==> src/hdl/kwd_pkg.sv <==
`timescale 1ns / 1ps
// ----------------------------------------------------------------------------
// kwd_pkg
// Shared constants, register map, keys and control and status structs for the keyed
// watchdog with software reset lines.
// ----------------------------------------------------------------------------
package kwd_pkg;

  // Sizing
  localparam int unsigned TicksPerUnit   = 512;
  localparam int unsigned LineCount      = 24;
  localparam int unsigned LengthBits     = 11;
  localparam int unsigned PrescaleBits   = $clog2(TicksPerUnit);
  localparam int unsigned ModeBits       = 9;
  localparam int unsigned LineOutBits    = 24;

  // Request kinds
  localparam logic [1:0] ReqRead  = 2'd0;
  localparam logic [1:0] ReqWrite = 2'd1;
  localparam logic [1:0] ReqTick  = 2'd2;

  // Register map (byte offsets)
  localparam logic [7:0] OfsMode    = 8'h00;
  localparam logic [7:0] OfsLength  = 8'h04;
  localparam logic [7:0] OfsRestart = 8'h08;
  localparam logic [7:0] OfsSwRst   = 8'h14;
  localparam logic [7:0] OfsLines   = 8'h18;
  localparam logic [7:0] OfsLineEn  = 8'hfc;

  // Keys
  localparam logic [7:0]  KeyMode    = 8'h22;
  localparam logic [4:0]  KeyLength  = 5'h08;
  localparam logic [31:0] KeyRestart = 32'h0000_1971;
  localparam logic [31:0] KeySwRst   = 32'h0000_1209;
  localparam logic [7:0]  KeyLines   = 8'h88;

  // Mode bit positions
  localparam int unsigned ModeEn    = 0;
  localparam int unsigned ModePol   = 1;
  localparam int unsigned ModeExRst = 2;
  localparam int unsigned ModeIrq   = 3;
  localparam int unsigned ModeDual  = 6;
  localparam int unsigned ModeCsel  = 8;

  // Register block to timer
  typedef struct packed {
    logic                  tick;
    logic                  restart;
    logic                  enable;
    logic                  dual;
    logic                  irq_en;
    logic [LengthBits-1:0] length;
  } timer_ctrl_t;

  // Timer back to top level
  typedef struct packed {
    logic irq;
    logic expire;
  } timer_stat_t;

endpackage

==> src/hdl/kwd_if.sv <==
`timescale 1ns / 1ps
// ----------------------------------------------------------------------------
// kwd_req_if / kwd_rsp_if
// Valid/ready channels for watchdog requests and per-request results.
// ----------------------------------------------------------------------------
interface kwd_req_if;
  logic        valid;
  logic        ready;
  logic [1:0]  req_type;
  logic [7:0]  address;
  logic [31:0] write_data;

  modport source (output valid, req_type, address, write_data, input ready);
  modport sink   (input valid, req_type, address, write_data, output ready);
endinterface

interface kwd_rsp_if;
  logic        valid;
  logic        ready;
  logic [31:0] read_data;
  logic        interrupt_out;
  logic        system_reset;
  logic        external_reset_pin;
  logic [23:0] reset_line_bits;
  logic        count_select_out;

  modport source (output valid, read_data, interrupt_out, system_reset,
                  external_reset_pin, reset_line_bits, count_select_out,
                  input ready);
  modport sink   (input valid, read_data, interrupt_out, system_reset,
                  external_reset_pin, reset_line_bits, count_select_out,
                  output ready);
endinterface

==> src/hdl/kwd_regs.sv <==
`timescale 1ns / 1ps
// ----------------------------------------------------------------------------
// kwd_regs
// Keyed register file: write decode with key checks (none on the line-enable
// register), read mux, and the control strobes handed to the timer.
// ----------------------------------------------------------------------------
module kwd_regs (
  input  logic                                  clk_i,
  input  logic                                  rst_ni,
  input  logic                                  fire_i,
  input  logic [1:0]                            req_type_i,
  input  logic [7:0]                            address_i,
  input  logic [31:0]                           write_data_i,
  output kwd_pkg::timer_ctrl_t                  ctrl_o,
  output logic                                  sw_reset_o,
  output logic [31:0]                           read_data_o,
  output logic [kwd_pkg::ModeBits-1:0]          mode_next_o,
  output logic [kwd_pkg::LineCount-1:0]         lines_next_o
);

  logic [kwd_pkg::ModeBits-1:0]   mode_q, mode_d;
  logic [kwd_pkg::LengthBits-1:0] length_q, length_d;
  logic [kwd_pkg::LineCount-1:0]  lines_q, lines_d;
  logic [kwd_pkg::LineCount-1:0]  line_en_q, line_en_d;
  logic                           wr, rd, restart, swrst;

  assign wr = fire_i && (req_type_i == kwd_pkg::ReqWrite);
  assign rd = req_type_i == kwd_pkg::ReqRead;

  // Decode writes and their key checks
  always_comb begin
    mode_d   = mode_q;
    length_d = length_q;
    lines_d  = lines_q;
    line_en_d = line_en_q;
    restart  = 1'b0;
    swrst    = 1'b0;
    if (wr) begin
      case (address_i)
        kwd_pkg::OfsMode: begin
          if (write_data_i[31:24] == kwd_pkg::KeyMode) begin
            mode_d = write_data_i[kwd_pkg::ModeBits-1:0];
          end
        end
        kwd_pkg::OfsLength: begin
          if (write_data_i[4:0] == kwd_pkg::KeyLength) begin
            length_d = write_data_i[5 +: kwd_pkg::LengthBits];
          end
        end
        kwd_pkg::OfsRestart: begin
          restart = write_data_i == kwd_pkg::KeyRestart;
        end
        kwd_pkg::OfsSwRst: begin
          swrst = write_data_i == kwd_pkg::KeySwRst;
        end
        kwd_pkg::OfsLines: begin
          if (write_data_i[31:24] == kwd_pkg::KeyLines) begin
            lines_d = write_data_i[kwd_pkg::LineCount-1:0];
          end
        end
        kwd_pkg::OfsLineEn: begin
          line_en_d = write_data_i[kwd_pkg::LineCount-1:0];
        end
        default: begin
        end
      endcase
    end
  end

  // Read mux
  always_comb begin
    read_data_o = '0;
    if (rd) begin
      case (address_i)
        kwd_pkg::OfsMode:   read_data_o = 32'(mode_q);
        kwd_pkg::OfsLength: read_data_o = 32'(length_q) << 5;
        kwd_pkg::OfsLines:  read_data_o = 32'(lines_q);
        kwd_pkg::OfsLineEn: read_data_o = 32'(line_en_q);
        default:            read_data_o = '0;
      endcase
    end
  end

  // Hold register state
  always_ff @(posedge clk_i or negedge rst_ni) begin
    if (!rst_ni) begin
      mode_q    <= '0;
      length_q  <= '1;
      lines_q   <= '0;
      line_en_q <= '0;
    end else begin
      mode_q    <= mode_d;
      length_q  <= length_d;
      lines_q   <= lines_d;
      line_en_q <= line_en_d;
    end
  end

  // Timer controls use the mode in force before this transfer
  assign ctrl_o.tick    = fire_i && (req_type_i == kwd_pkg::ReqTick);
  assign ctrl_o.restart = restart;
  assign ctrl_o.enable  = mode_q[kwd_pkg::ModeEn];
  assign ctrl_o.dual    = mode_q[kwd_pkg::ModeDual];
  assign ctrl_o.irq_en  = mode_q[kwd_pkg::ModeIrq];
  assign ctrl_o.length  = length_q;

  assign sw_reset_o   = swrst;
  assign mode_next_o  = mode_d;
  assign lines_next_o = lines_d;

endmodule

==> src/hdl/kwd_timer.sv <==
`timescale 1ns / 1ps
// ----------------------------------------------------------------------------
// kwd_timer
// Tick prescaler and unit countdown, two-stage in dual mode, with pre-timeout interrupt.
// ----------------------------------------------------------------------------
module kwd_timer (
  input  logic                 clk_i,
  input  logic                 rst_ni,
  input  kwd_pkg::timer_ctrl_t ctrl_i,
  output kwd_pkg::timer_stat_t stat_o
);

  localparam logic [kwd_pkg::PrescaleBits-1:0] PreLast =
    kwd_pkg::PrescaleBits'(kwd_pkg::TicksPerUnit - 1);
  localparam logic [kwd_pkg::LengthBits-1:0] UnitOne =
    kwd_pkg::LengthBits'(1);

  logic [kwd_pkg::PrescaleBits-1:0] pre_q, pre_d;
  logic [kwd_pkg::LengthBits-1:0]   units_q, units_d;
  logic                             stage_q, stage_d;
  logic                             irq_q, irq_d;
  logic                             expire;

  // Advance prescaler and unit counter
  always_comb begin
    pre_d   = pre_q;
    units_d = units_q;
    stage_d = stage_q;
    irq_d   = irq_q;
    expire  = 1'b0;
    if (ctrl_i.restart) begin
      units_d = ctrl_i.length;
      pre_d   = '0;
      stage_d = 1'b0;
      irq_d   = 1'b0;
    end else if (ctrl_i.tick && ctrl_i.enable) begin
      if (pre_q != PreLast) begin
        pre_d = pre_q + 1'b1;
      end else begin
        pre_d = '0;
        if (units_q > UnitOne) begin
          units_d = units_q - 1'b1;
        end else if (ctrl_i.dual && !stage_q) begin
          // First expiry in dual mode: reload and flag
          units_d = ctrl_i.length;
          stage_d = 1'b1;
          if (ctrl_i.irq_en) begin
            irq_d = 1'b1;
          end
        end else begin
          // Final expiry: reload and fire reset
          units_d = ctrl_i.length;
          stage_d = 1'b0;
          irq_d   = 1'b0;
          expire  = 1'b1;
        end
      end
    end
  end

  always_ff @(posedge clk_i or negedge rst_ni) begin
    if (!rst_ni) begin
      pre_q   <= '0;
      units_q <= '1;
      stage_q <= 1'b0;
      irq_q   <= 1'b0;
    end else begin
      pre_q   <= pre_d;
      units_q <= units_d;
      stage_q <= stage_d;
      irq_q   <= irq_d;
    end
  end

  assign stat_o.irq    = irq_d;
  assign stat_o.expire = expire;

endmodule

==> src/hdl/keyed_watchdog_with_reset_lines.sv <==
`timescale 1ns / 1ps
// The result is registered and valid in the cycle after the request transfer.
// Throughput: one request per cycle; a request is taken whenever the result
// register is empty or its result is being taken in the same cycle.
// Reset: asynchronous, active low; watchdog disabled, longest length loaded,
// no reset line asserted, result register empty.
// ----------------------------------------------------------------------------
// keyed_watchdog_with_reset_lines
// Top level: register file, timer and result register.
// ----------------------------------------------------------------------------
module keyed_watchdog_with_reset_lines (
  input  logic           clk_i,
  input  logic           rst_ni,
  kwd_req_if.sink        req,
  kwd_rsp_if.source      rsp
);

  kwd_pkg::timer_ctrl_t                ctrl;
  kwd_pkg::timer_stat_t                stat;
  logic                                fire;
  logic                                sw_reset;
  logic                                pulse;
  logic [31:0]                         read_data;
  logic [kwd_pkg::ModeBits-1:0]        mode_next;
  logic [kwd_pkg::LineCount-1:0]       lines_next;

  logic                                vld_q;
  logic [31:0]                         rdata_q;
  logic                                irq_q, sysrst_q, pin_q, csel_q;
  logic [kwd_pkg::LineOutBits-1:0]     lines_q;
  logic                                pin_d;

  // Take a transfer whenever the result slot frees up
  assign req.ready = !vld_q || rsp.ready;
  assign fire      = req.valid && req.ready;

  kwd_regs u_regs (
    .clk_i        (clk_i),
    .rst_ni       (rst_ni),
    .fire_i       (fire),
    .req_type_i   (req.req_type),
    .address_i    (req.address),
    .write_data_i (req.write_data),
    .ctrl_o       (ctrl),
    .sw_reset_o   (sw_reset),
    .read_data_o  (read_data),
    .mode_next_o  (mode_next),
    .lines_next_o (lines_next)
  );

  kwd_timer u_timer (
    .clk_i  (clk_i),
    .rst_ni (rst_ni),
    .ctrl_i (ctrl),
    .stat_o (stat)
  );

  // External pin, when enabled in the mode, follows polarity, driven active during the pulse
  assign pulse = sw_reset || stat.expire;
  assign pin_d = mode_next[kwd_pkg::ModeExRst] &&
                 (pulse ? mode_next[kwd_pkg::ModePol] : !mode_next[kwd_pkg::ModePol]);

  // Result valid flag
  always_ff @(posedge clk_i or negedge rst_ni) begin
    if (!rst_ni) begin
      vld_q <= 1'b0;
    end else if (req.ready) begin
      vld_q <= req.valid;
    end
  end

  // Result payload
  always_ff @(posedge clk_i) begin
    if (fire) begin
      rdata_q  <= read_data;
      irq_q    <= stat.irq;
      sysrst_q <= pulse;
      pin_q    <= pin_d;
      lines_q  <= kwd_pkg::LineOutBits'(lines_next);
      csel_q   <= mode_next[kwd_pkg::ModeCsel];
    end
  end

  assign rsp.valid              = vld_q;
  assign rsp.read_data          = rdata_q;
  assign rsp.interrupt_out      = irq_q;
  assign rsp.system_reset       = sysrst_q;
  assign rsp.external_reset_pin = pin_q;
  assign rsp.reset_line_bits    = lines_q;
  assign rsp.count_select_out   = csel_q;

endmodule
==> src/flat_wrapper.sv <==
// flat-port wrapper written by rule: the top's interface ports become plain ports
module keyed_watchdog_with_reset_lines_flat 
  (clk_i, rst_ni, req_valid, req_req_type, req_address, req_write_data, req_ready, rsp_valid, rsp_read_data, rsp_interrupt_out, rsp_system_reset, rsp_external_reset_pin, rsp_reset_line_bits, rsp_count_select_out, rsp_ready);
  kwd_req_if req_i ();
  kwd_rsp_if rsp_i ();
  input  logic clk_i;
  input  logic rst_ni;
  input wire logic [$bits(req_i.valid)-1:0] req_valid;
  input wire logic [$bits(req_i.req_type)-1:0] req_req_type;
  input wire logic [$bits(req_i.address)-1:0] req_address;
  input wire logic [$bits(req_i.write_data)-1:0] req_write_data;
  output wire logic [$bits(req_i.ready)-1:0] req_ready;
  output wire logic [$bits(rsp_i.valid)-1:0] rsp_valid;
  output wire logic [$bits(rsp_i.read_data)-1:0] rsp_read_data;
  output wire logic [$bits(rsp_i.interrupt_out)-1:0] rsp_interrupt_out;
  output wire logic [$bits(rsp_i.system_reset)-1:0] rsp_system_reset;
  output wire logic [$bits(rsp_i.external_reset_pin)-1:0] rsp_external_reset_pin;
  output wire logic [$bits(rsp_i.reset_line_bits)-1:0] rsp_reset_line_bits;
  output wire logic [$bits(rsp_i.count_select_out)-1:0] rsp_count_select_out;
  input wire logic [$bits(rsp_i.ready)-1:0] rsp_ready;
  assign req_i.valid = req_valid;
  assign req_i.req_type = req_req_type;
  assign req_i.address = req_address;
  assign req_i.write_data = req_write_data;
  assign req_ready = req_i.ready;
  assign rsp_valid = rsp_i.valid;
  assign rsp_read_data = rsp_i.read_data;
  assign rsp_interrupt_out = rsp_i.interrupt_out;
  assign rsp_system_reset = rsp_i.system_reset;
  assign rsp_external_reset_pin = rsp_i.external_reset_pin;
  assign rsp_reset_line_bits = rsp_i.reset_line_bits;
  assign rsp_count_select_out = rsp_i.count_select_out;
  assign rsp_i.ready = rsp_ready;
  keyed_watchdog_with_reset_lines u_core (.clk_i(clk_i), .rst_ni(rst_ni), .req(req_i), .rsp(rsp_i));
endmodule
==> config.mk <==
export PLATFORM = sky130hd
export DESIGN_NAME = keyed_watchdog_with_reset_lines_flat
export DESIGN_NICKNAME = d
export VERILOG_FILES = /design/src/hdl/kwd_pkg.sv /design/src/hdl/kwd_if.sv /design/src/hdl/kwd_regs.sv /design/src/hdl/kwd_timer.sv /design/src/hdl/keyed_watchdog_with_reset_lines.sv /design/src/flat_wrapper.sv
export SDC_FILE = /design/constraint.sdc
export NUM_CORES = 1
export LEC_CHECK = 0
export ABC_AREA = 0
export BUFFER_PORTS_ARGS = -buffer_cell sky130_fd_sc_hd__buf_4
export CORE_UTILIZATION = 55
export DETAILED_ROUTE_END_ITERATION = 8
export PLACE_DENSITY = 0.78
export SLEW_MARGIN = 20
export SYNTH_ARGS = -nofsm -noshare
export SYNTH_HDL_FRONTEND = slang
export SYNTH_HIERARCHICAL = 1
export SYNTH_SLANG_ARGS = --single-unit
==> constraint.sdc <==
create_clock -name clk_i -period 11.1 [get_ports clk_i]
set_clock_uncertainty 0.15 [all_clocks]
set_input_delay 2.775 -clock clk_i [delete_from_list [all_inputs] [get_ports clk_i]]
set_output_delay 2.775 -clock clk_i [all_outputs]
set_load 0.005 [all_outputs]
Yosys cells after proc, flatten, opt, wreduce, memory -nomap -nowiden
Cells that the tools add are included.

Flip-flop bits (word level): 151. Output and inout bits: 62. Logic and storage cells: 88.

Add/sub/neg operators: 2. Magnitude comparators: 1. Equal/unequal tests: 15. Multiplexer cells: 35. Reduce and logical (&&, ||, !) cells: 19.

Operators by type and width (number): 24-bit case mux with 4 select lines (1); 24-bit 2-to-1 mux (3); 32-bit by 13-bit equality test with 1-bit output (second input constant) (2); 9-bit 2-to-1 mux (6); 11-bit 2-to-1 mux (4); 1-bit 2-to-1 mux (21); 8-bit by 5-bit equality test with 1-bit output (second input constant) (2); 8-bit equality test (second input constant) (2); 11-bit by 1-bit greater-than comparator with 1-bit output (second input constant) (1); 11-bit by 1-bit subtractor with 11-bit output (second input constant) (1); 9-bit by 1-bit adder with 9-bit output (second input constant) (1); 9-bit inequality test (second input constant) (1); 3-bit AND reduction (3); 8-bit by 3-bit equality test with 1-bit output (second input constant) (1); 8-bit by 4-bit equality test with 1-bit output (second input constant) (1); 8-bit by 6-bit equality test with 1-bit output (second input constant) (1); 8-bit zero test (1); 1-bit logical AND (6); 5-bit by 4-bit equality test with 1-bit output (second input constant) (1); 2-bit by 1-bit inequality test with 1-bit output (second input constant) (2); 2-bit AND reduction (2); 1-bit zero test (3); 2-bit by 1-bit equality test with 1-bit output (second input constant) (1); 2-bit equality test (second input constant) (1); other kinds (3) (4).

Depth between registers and ports, before layout
Depth in word-level cells: 10. Mapped depth: 13. Mapped depth without buffers: 10.

Cells and area by module
Netlist, hierarchy kept.

Modules (own cells, without submodules): kwd_regs (times used 1, cells each 270, area each 3352.0 um^2); keyed_watchdog_with_reset_lines (times used 1, cells each 68, area each 1870.5 um^2); kwd_timer (times used 1, cells each 157, area each 1422.6 um^2).

Worst setup path after synthesis
OpenSTA, ideal clock, no wires.

Path type: input to register. Start point: input port rsp_ready. End point: register u_core.irq_q, in the netlist u_core/rsp.interrupt_out, data pin. Setup time: 251 ps. Arrival time: 6740 ps. Slack: 3959 ps. Stages on the path: 12. Path through: nand2b_1 -> and2_1 -> nand3b_1 -> or3_1 -> nor4_1 -> and4_1 -> buf_4 -> clkbuf_1 -> clkbuf_1 -> buf_1 -> a211oi_1 -> buf_4.

RTL lines: start: declaration (line flat_wrapper.sv:20) `input wire logic [$bits(rsp_i.ready)-1:0] rsp_ready;`; 1-bit logical OR (line keyed_watchdog_with_reset_lines.sv:34) `assign req.ready = !vld_q || rsp.ready;`; 1-bit logical AND (line keyed_watchdog_with_reset_lines.sv:35) `assign fire = req.valid && req.ready;`; net u_core.fire (line keyed_watchdog_with_reset_lines.sv:20) `logic fire;`; 1-bit logical AND (line kwd_regs.sv:27) `assign wr = fire_i && (req_type_i == kwd_pkg::ReqWrite);`; 1-bit 2-to-1 mux (line kwd_regs.sv:38) `if (wr) begin`; net u_core.u_regs.restart (line kwd_regs.sv:25) `logic wr, rd, restart, swrst;`; 1-bit 2-to-1 mux (line kwd_timer.sv:31) `if (ctrl_i.restart) begin`; net u_core.u_timer.irq_d (line kwd_timer.sv:21) `logic irq_q, irq_d;`; end signal: assignment (line keyed_watchdog_with_reset_lines.sv:76) `irq_q <= stat.irq;`; end: declaration (line keyed_watchdog_with_reset_lines.sv:29) `logic irq_q, sysrst_q, pin_q, csel_q;`.

The timed path passes the listed nets, and every way through them passes these cells. A chain may end at the register's enable or synchronous reset.

==> results.py <==
metrics = {
    "floorplanning": {
        "die-area_um2": 12500,
        "start_util_pct": 57.2,
        "die_y_um": 112,
        "core_area_um2": 11600,
        "num_io_pins": 108,
        "die_w_um": 112,
        "rows": 39,
    },
    "global_routing": {
        "overflow": 0,
        "grt_start_max_net_pins": 66,
        "grt_pass1_wl_mm": 24.4,
        "grt_usage_pct": 25.6,
        "antenna_found_initial": 0,
        "grt_pass1_vias": 4735,
    },
    "timing": {
        "hold_viol_final": 0,
        "rsz0062_at_grt": "false",
        "worstMarginPinSlew_ns": 1.02,
        "slew_headroom_pct": 31.9,
        "setup_viol": 0,
        "slew_viol_final": 0,
        "fin_tns_setup_ns": 0,
        "period_minus_slack_ns": 6.63,
        "finalCritPeriodShare_pct": 59.7,
        "fmax_ghz": 0.151,
    },
    "final_layout": {
        "stdcell_area_um2": 8080,
        "fin_util_pct": 69.5,
        "seq_area_um2": 4110,
        "n_antenna_cell": 0,
        "area_delta_synth_final_pct": 21.5,
        "drive_gt1_share_pct": 42.1,
        "final_cell_mix": "buf_4 (113), mux2_2 (73), dfrtp_1 (69)",
        "nFillCells": 829,
        "layout_commonest_cell": "buf_4",
        "fin_nets": 645,
        "multiInputGateArea_um2": 2320,
    },
    "power": {
        "p_leak_nw": 3.42,
        "fin_total_pwr_w": 0.00123,
        "peakVddDrop_mv": 0.125,
        "power_density_nw_per_um2": 152,
    },
    "drt": {
        "firstDrtPassIters": 9,
        "ant_nets": 0,
        "first_iter_violations": 440,
        "wl_per_cell_um": 20.0,
        "viasPerCell": 6.05,
        "vias": 4544,
        "routed_wl_mm": 15.1,
        "remaining_drc_errors": 8,
    },
    "synthesis": {
        "ys_warn_count": 6,
        "ys_types": 63,
        "synth_top_area_share_pct": 27.1,
        "synth_area_um2": 6650,
        "yosys-top-cells-area": "edfxtp_1 (27%), dfrtp_1 (26%), mux2_2 (12%)",
        "synthCells": 495,
        "synth_area_per_cell_um2": 13.4,
        "ys_ff_latch": 151,
        "synth-edff-count": 60,
        "ys_seq_area_share_pct": 61.8,
        "yosys.area.top_type": "edfxtp_1",
        "synthFlopType": "dfrtp_1",
        "async_reset_ff_share_pct": 60.3,
    },
    "clock_network": {
        "clkTransAtPathRegs_ns": 0.06,
        "root_buffer": "clkbuf_16",
        "cts_hold_buf": 0,
        "cts.sinks": 151,
        "post-cts-setup-buffers": 0,
        "clock_path_buffers": 2,
        "clk_latency_ns": 0.42,
        "cts_resized": 0,
        "cts-htree-levels": 4,
        "numCtsBuffers": 17,
        "cts_tree": "built",
    },
    "setup_path": {
        "cp_max_fo": 62,
        "start_kind": "input pin",
        "crit_required_ns": 11.23,
        "cp_num_buf_inv": 3,
        "crit_chain": "buf_4, nand2b_1, and2_2, buf_4, nand3b_1, or3_1, nor4_1, and4_1, inv_1, and3_1, or3_1, a21boi_1",
        "cpPeakStageDelay_ns": 0.82,
        "crit_family": "simple AND/OR/NAND/NOR gates",
        "cp.arrival_ns": 6.76,
        "slowest_stage": "and4_1",
        "critPathKind": "input pin to flop",
        "critPathCaptureType": "flop",
    },
    "flow_run": {
        "drv_cap": 0,
    },
    "place": {
        "dp_hpwl_mm": 10.2,
        "dpl_cell_area_um2": 7480,
        "place_congestion": 0.880,
        "io_buffers": 107,
    },
    "run_status": {
        "violations": "design-rule violations",
        "outcome": "complete, but fails checks",
    },
    "min_path": {
        "hp-class": "flop to flop",
    },
}
[metrics by stage]
step,hold slack [ns],setup WS (ns),std cells
floorplan,0.327,3.96,502
global placement,0.338,4.30,719
detailed placement,0.348,4.03,719
CTS,0.362,4.50,751
global route,0.371,4.10,751
finish,0.361,4.47,751
[worst paths after layout]
kind | start | endpoint | slack [ns] | cells after the start
worst max-delay path | rsp_ready | u_core/rsp.external_reset_pin | 4.47 | 12
max in group asynchronous | rst_ni | u_core/u_regs/lines_q[20] | 7.54 | 2
worst max register to register | u_core/rsp.valid | u_core/rsp.external_reset_pin | 6.54 | 11
worst min-delay path | u_core/u_regs/line_en_q[7] | u_core/u_regs/line_en_q[7] | 0.36 | 1
min in group asynchronous | rst_ni | u_core/u_regs/lines_q[6] | 2.11 | 1
worst min register to register | u_core/u_regs/line_en_q[7] | u_core/u_regs/line_en_q[7] | 0.36 | 1
[layer usage]
layer | up-vias | share of wire, % | track usage (%)
li1 | 2084 | - | -
met1 | 2253 | 44 | 33.9
met2 | 184 | 48 | 41.5
met3 | 23 | 5.8 | 5.61
met4 | 0 | 1.9 | 10.2
met5 | - | 0 | 0
[cells in the mapped netlist, drive strengths merged, types with 3 or more instances]
cell and count:
a21oi 17, a222oi 12, a22oi 12, a2bb2oi 3, a31oi 3, and2 4, and3 7, and4 3
buf 23, clkbuf 16, dfrtp 69, dfstp 22, edfxtp 60, ha 4, inv 7, mux2 73
nand2 19, nand2b 3, nand3 11, nand3b 3, nand4 6, nor2 35, nor3 7, nor4 15
o21ai 10, or3 8, or4 6
[flip-flops by register name, indices dropped and copies added, names as in the netlist, 9 cells and up]
register,count
u_core/rsp.read_data,32
u_core/rsp.reset_line_bits,24
u_core/u_regs/length_q,11
u_core/u_regs/line_en_q,24
u_core/u_regs/lines_q,24
u_core/u_regs/mode_q,9
u_core/u_timer/pre_q,9
u_core/u_timer/units_q,11
[worst register-to-register path: cells and delay by family, from the launching register on]
kind                   cells  cell delay, ns
AND/OR/NAND/NOR            8            2.84
AO/OA/AOI/OAI              1            0.15
buffers and inverters      2            0.91
flip-flops                 1            0.37
[where the power goes]
part	internal [W]	switching, W
Combinational	0.0000253	0.0000308
Clock	0.000358	0.000220
Sequential	0.000593	0.00000369
Total	0.000977	0.000254
[cell families after synthesis]
family / synth area share (%)
AOI/OAI and AO/OA: 9.04
xor gates and xnor gates: 0.264
adders and majority gates: 0.753
buffers and inverters: 3.77
DFF: 61.8
muxes: 12.4
other: 0.0564
and+or+nand+nor: 12.0
[area by class of cell]
| type | count | share of cell area (%) |
|---|---|---|
| flip-flops and latches | 151 | 50.8 |
| multi-input cells | 305 | 28.7 |
| repair buffers | 113 | 10.5 |
| clock buffers | 20 | 5.53 |
| well taps | 143 | 2.22 |
| clock inverters | 12 | 1.87 |
| inverters | 7 | 0.325 |
No activity file was read; power rests on OpenSTA's default activity.
